File: config.mk
export PLATFORM = sky130hd
export DESIGN_NAME = r2fftzp_ram
export DESIGN_NICKNAME = d
export VERILOG_FILES = /design/src/rtl/r2fftzp_ram.sv
export SDC_FILE = /design/constraint.sdc
export NUM_CORES = 2
export LEC_CHECK = 0
export ABC_AREA = 0
export BUFFER_PORTS_ARGS = -buffer_cell sky130_fd_sc_hd__buf_2
export CORE_MARGIN = 10
export CORE_UTILIZATION = 40
export DETAILED_ROUTE_END_ITERATION = 10
export GPL_TIMING_DRIVEN = 0
export PLACE_DENSITY_LB_ADDON = 0.25
export SYNTH_ARGS = -nofsm -noshare
export SYNTH_HDL_FRONTEND = slang
export SYNTH_SLANG_ARGS = --single-unit
export TNS_END_PERCENT = 1
File: constraint.sdc
create_clock -name clk -period 8 [get_ports clk]
set_input_delay 0 -clock clk [delete_from_list [all_inputs] [get_ports clk]]
set_output_delay 0 -clock clk [all_outputs]
set_load 0.1 [all_outputs]
File: src/rtl/r2fftzp_ram.sv
// Generic simple dual-port RAM: one write port, one registered read port.
// No dependencies.
module r2fftzp_ram #(
  parameter int WIDTH = 48,
  parameter int DEPTH = 64
) (
  input  logic                     clk,
  input  logic                     we,
  input  logic [$clog2(DEPTH)-1:0] waddr,
  input  logic [WIDTH-1:0]         wdata,
  input  logic [$clog2(DEPTH)-1:0] raddr,
  output logic [WIDTH-1:0]         rdata
);

  logic [WIDTH-1:0] mem [DEPTH];

  always_ff @(posedge clk) begin
    if (we) begin
      mem[waddr] <= wdata;
    end
    rdata <= mem[raddr];
  end

endmodule

* After elaboration in Yosys (flattened, before gate mapping) *
Memory sizes are Yosys's and may differ from the RTL's. A register that Yosys moved wholly into a read port is not among the register bits.
Cells that the tools add are included.

word-level totals
  input bits = 62
  register bits after elaboration = 0
  memory bits (writable) = 3072
  word-level logic and storage cells = 3
  memories = 1

memory list
  memory  depth  width  rd ports  clocked after memory_dff  wr ports  line  source
  mem     64     48     1         1                         1         15    logic [WIDTH-1:0] mem [DEPTH];

cells by class
  muxes and demuxes = 2

operators by type and width
  cell              count
  1-bit 2-to-1 mux  2

* Logic depth before layout (Yosys ltp) *
  depth in word-level cells = 2
  gate-level depth with buffers = 9

* Worst setup path after synthesis *
No wires, ideal clock.

  path kind = input to register
  from = input port waddr[3]
  to = memory mem[48][0] (enable)
  stages on the path = 4
  path slack = 3.715 ns
  library setup time = 0.513 ns
  data arrival time = 3.772 ns
  required time = 7.487 ns
  cell sequence = clkbuf_1 nor2b_1 nand4b_1 nor3_1

RTL lines
  element      line  source
  from (decl)  9     input logic [$clog2(DEPTH)-1:0] waddr,
  to (decl)    15

No word-level cell before the write port.

==> flow_metrics.tcl <==
set metrics [dict create \
    status "complete, but fails checks" \
    violations "capacitance limit" \
    ios 110 \
    cts_setup_buffers 0 \
    fin_ws_ns 4.35 \
    timing.fmax_mhz 274 \
    worstPathRequired_ns 8.65 \
    drt_iter0_markers 8663 \
    core-area_mm2 0.291 \
    rsz0062_at_grt "no" \
    wl_met3_um 30600 \
    synth_adder_area_share_pct 0 \
    placed_cell_area_mm2 0.126 \
    hold_violations 0 \
    area_growth_pct 16.6 \
    p_per_area_mw_per_mm2 255 \
    seq_area_mm2 0.0932 \
    grt_pass1_vias 58576 \
    cp_max_fo 10 \
    synth_ff_type "edfxtp_1" \
    grt_pass1_wl_um 479000 \
    period_minus_slack_ns 3.65 \
    multi_input_area_mm2 0.0229 \
    cts_resized 0 \
    netlist_area_mm2 0.117 \
    io_buffers 101 \
    drt-met1-wl_um 140000 \
    swShare_pct 22.1 \
    critical_path.slowest_cell "nand3b_1" \
    stdcell_area_mm2 0.137 \
    seqPwrFrac_pct 52.1 \
    slew_headroom_pct 0.181 \
    num_vias 58608 \
    cp-end-kind "flip-flop" \
    skew_ns 0.0259 \
    wl_per_cell_um 35.7 \
    gp_congestion 0.827 \
    cts_hold_buf 44 \
    power_leakage_nw 42.3 \
    cts_max_level 5 \
    layout-drive-gt1-share_pct 29.0 \
    syn_inst 4970 \
    place_hpwl_um 227000 \
    max_cap_viol_count 1 \
    clk_latency_ns 0.87 \
    cts.sinks 3120 \
    synth_xor_area_share_pct 0 \
    antenna_found_initial 24 \
    final_util_pct 46.9 \
    cts_tree "built" \
    synth-compound-area-share_pct 3.02 \
    yosys.area_share.simple_pct 0.957 \
    fill_cells 23928 \
    drcViolationCount 0 \
    gr-total-overflow 0 \
    start_util_pct 40.2 \
    first_pass_iters 8 \
    synthDistinctLibCells 36 \
    fp.dieH_um 561 \
    finalNetCount 5657 \
    pre_cts_slack_ns 3.55 \
    routed.top_layer "met5" \
    p_int_mw 27.1 \
    power.switching_mw 7.68 \
    met2WireLength_um 164000 \
    ys_ff_latch 3120 \
    startpoint_type "input port" \
    synth_warnings 0 \
    wirelength_um 348000 \
    critPathBufInv 4 \
    holdCritPathClass "in2reg" \
    grt_max_degree 65 \
    fp.dieW_um 561 \
    final_cell_mix "3,072 x edfxtp_1, 754 x mux4_2, 332 x clkbuf_16, 197 x buf_2, 181 x clkbuf_1" \
    routed_via_density 6.01 \
    grt.total_usage_pct 21.5 \
    worstPathArrival_ns 4.30 \
    synthesis.nets 5032 \
    postRouteAntennaNets 0 \
    synth.mux.area_fraction_pct 15.2 \
    die-area_mm2 0.315 \
    p_clk_share_pct 41.9 \
    synth-seq-area-share_pct 79.6 \
    final-max-slew-violation-count 0 \
    ir_drop_v 0.000174 \
    worstMarginPinSlew_ns 1.50 \
    synth_edf_count 3072 \
    cts_max_path_buffers 4 \
    clkTransAtPathRegs_ns 0.06 \
    crit_type "in2reg" \
    pwr-share-comb_pct 6.0 \
    path_cells "buf_2 -> buf_4 -> buf_4 -> buf_2 -> nand3b_1 -> o221ai_1 -> a21oi_1 -> a21oi_1 -> a221oi_1" \
    final_common_cell "edfxtp_1" \
    syn_area_per_cell_um2 23.6 \
    async_reset_ff_share_pct 0 \
    synth_top_family_by_area "multiplexers" \
    fin_crit_sh_pct 45.6 \
    crit_family "compound AO/OA/AOI/OAI gates" \
    root_buffer "clkbuf_16" \
    finalSetupViolations 0 \
    rows 198 \
    cpPeakStageDelay_ns 0.94 \
    cts_inserted_buffers 326 \
]
[per-stage QoR]
step / setup TNS, ns / cells / power (mW) / hold slack (ns)
6_report: 0 / 9751 / 34.8 / 0.0318
5_1_grt: 0 / 9744 / 35.8 / 0.0442
4_1_cts: 0 / 9740 / 35.0 / 0.00547
3_5_place_dp: 0 / 9121 / 20.6 / 0.554
3_3_place_gp: -138.40 / 8971 / 20.5 / 0.558
2_1_floorplan: 0 / 4970 / 19.6 / 0.0989
[logic make-up after synthesis]
logic type	count (synthesis)
compound gates	486
buf+inv	282
flops	3120
mux	829
simple gates	253
[routing by layer]
| metal | vias to the layer above | GRT usage [%] |
|---|---|---|
| met3 | 601 | 4.13 |
| met4 | 8 | 7.02 |
| met2 | 3213 | 34.1 |
| li1 | 22806 | - |
| met5 | - | 0 |
| met1 | 31980 | 30.3 |
[registers in the layout (all words and copies together) (netlist names)]
signal,count
mem,3072
rdata,48
[final cells by class]
type | instances | share of cell area [%]
clock inverters | 148 | 0.967
flip-flops and latches | 3120 | 68.3
well taps | 3900 | 3.57
multi-input cells | 1568 | 16.8
clock buffers | 427 | 6.41
plain buffers | 282 | 1.10
repair buffers | 297 | 2.91
diodes | 9 | 0.0165
[cell usage after synthesis (10+ instances only)]
cell	count	area share, %
nor2_1	132	0.42
o22ai_1	122	0.65
mux2i_1	63	0.54
buf_4	62	0.40
a22oi_1	72	0.46
buf_2	98	0.42
mux2_2	12	0.12
a22o_1	57	0.43
edfxtp_1	3072	79
clkbuf_1	98	0.31
a311oi_1	11	0.082
a21oi_1	74	0.32
nand2b_1	10	0.053
nor2b_1	24	0.13
buf_1	12	0.038
a211oi_1	32	0.21
nand2_1	55	0.18
o221ai_1	28	0.21
mux4_2	754	14
dfxtp_1	48	0.82
a221oi_1	83	0.62
buf_6	11	0.11
[power by group through the flow]
stage,Sequential (mW),Clock (mW),Combinational (mW)
after floorplan,18.7,0,0.864
after global placement,18.5,0,2.02
after CTS,18.1,14.8,2.11
after detailed placement,18.5,0,2.08
final,18.1,14.6,2.10
after global routing,18.1,15.4,2.18
[worst paths after layout]
path | startpoint | end | slack [ns] | cells after the start
worst max-delay path | raddr[1] | rdata[29] | 4.35 | 9
worst min-delay path | wdata[16] | mem[5][16] | 0.03 | 1
worst max register to register | mem[40][45] | rdata[45] | 5.48 | 5
worst min register to register | mem[51][15] | rdata[15] | 1.00 | 5
Note: power is estimated with default switching activity, not from simulation.
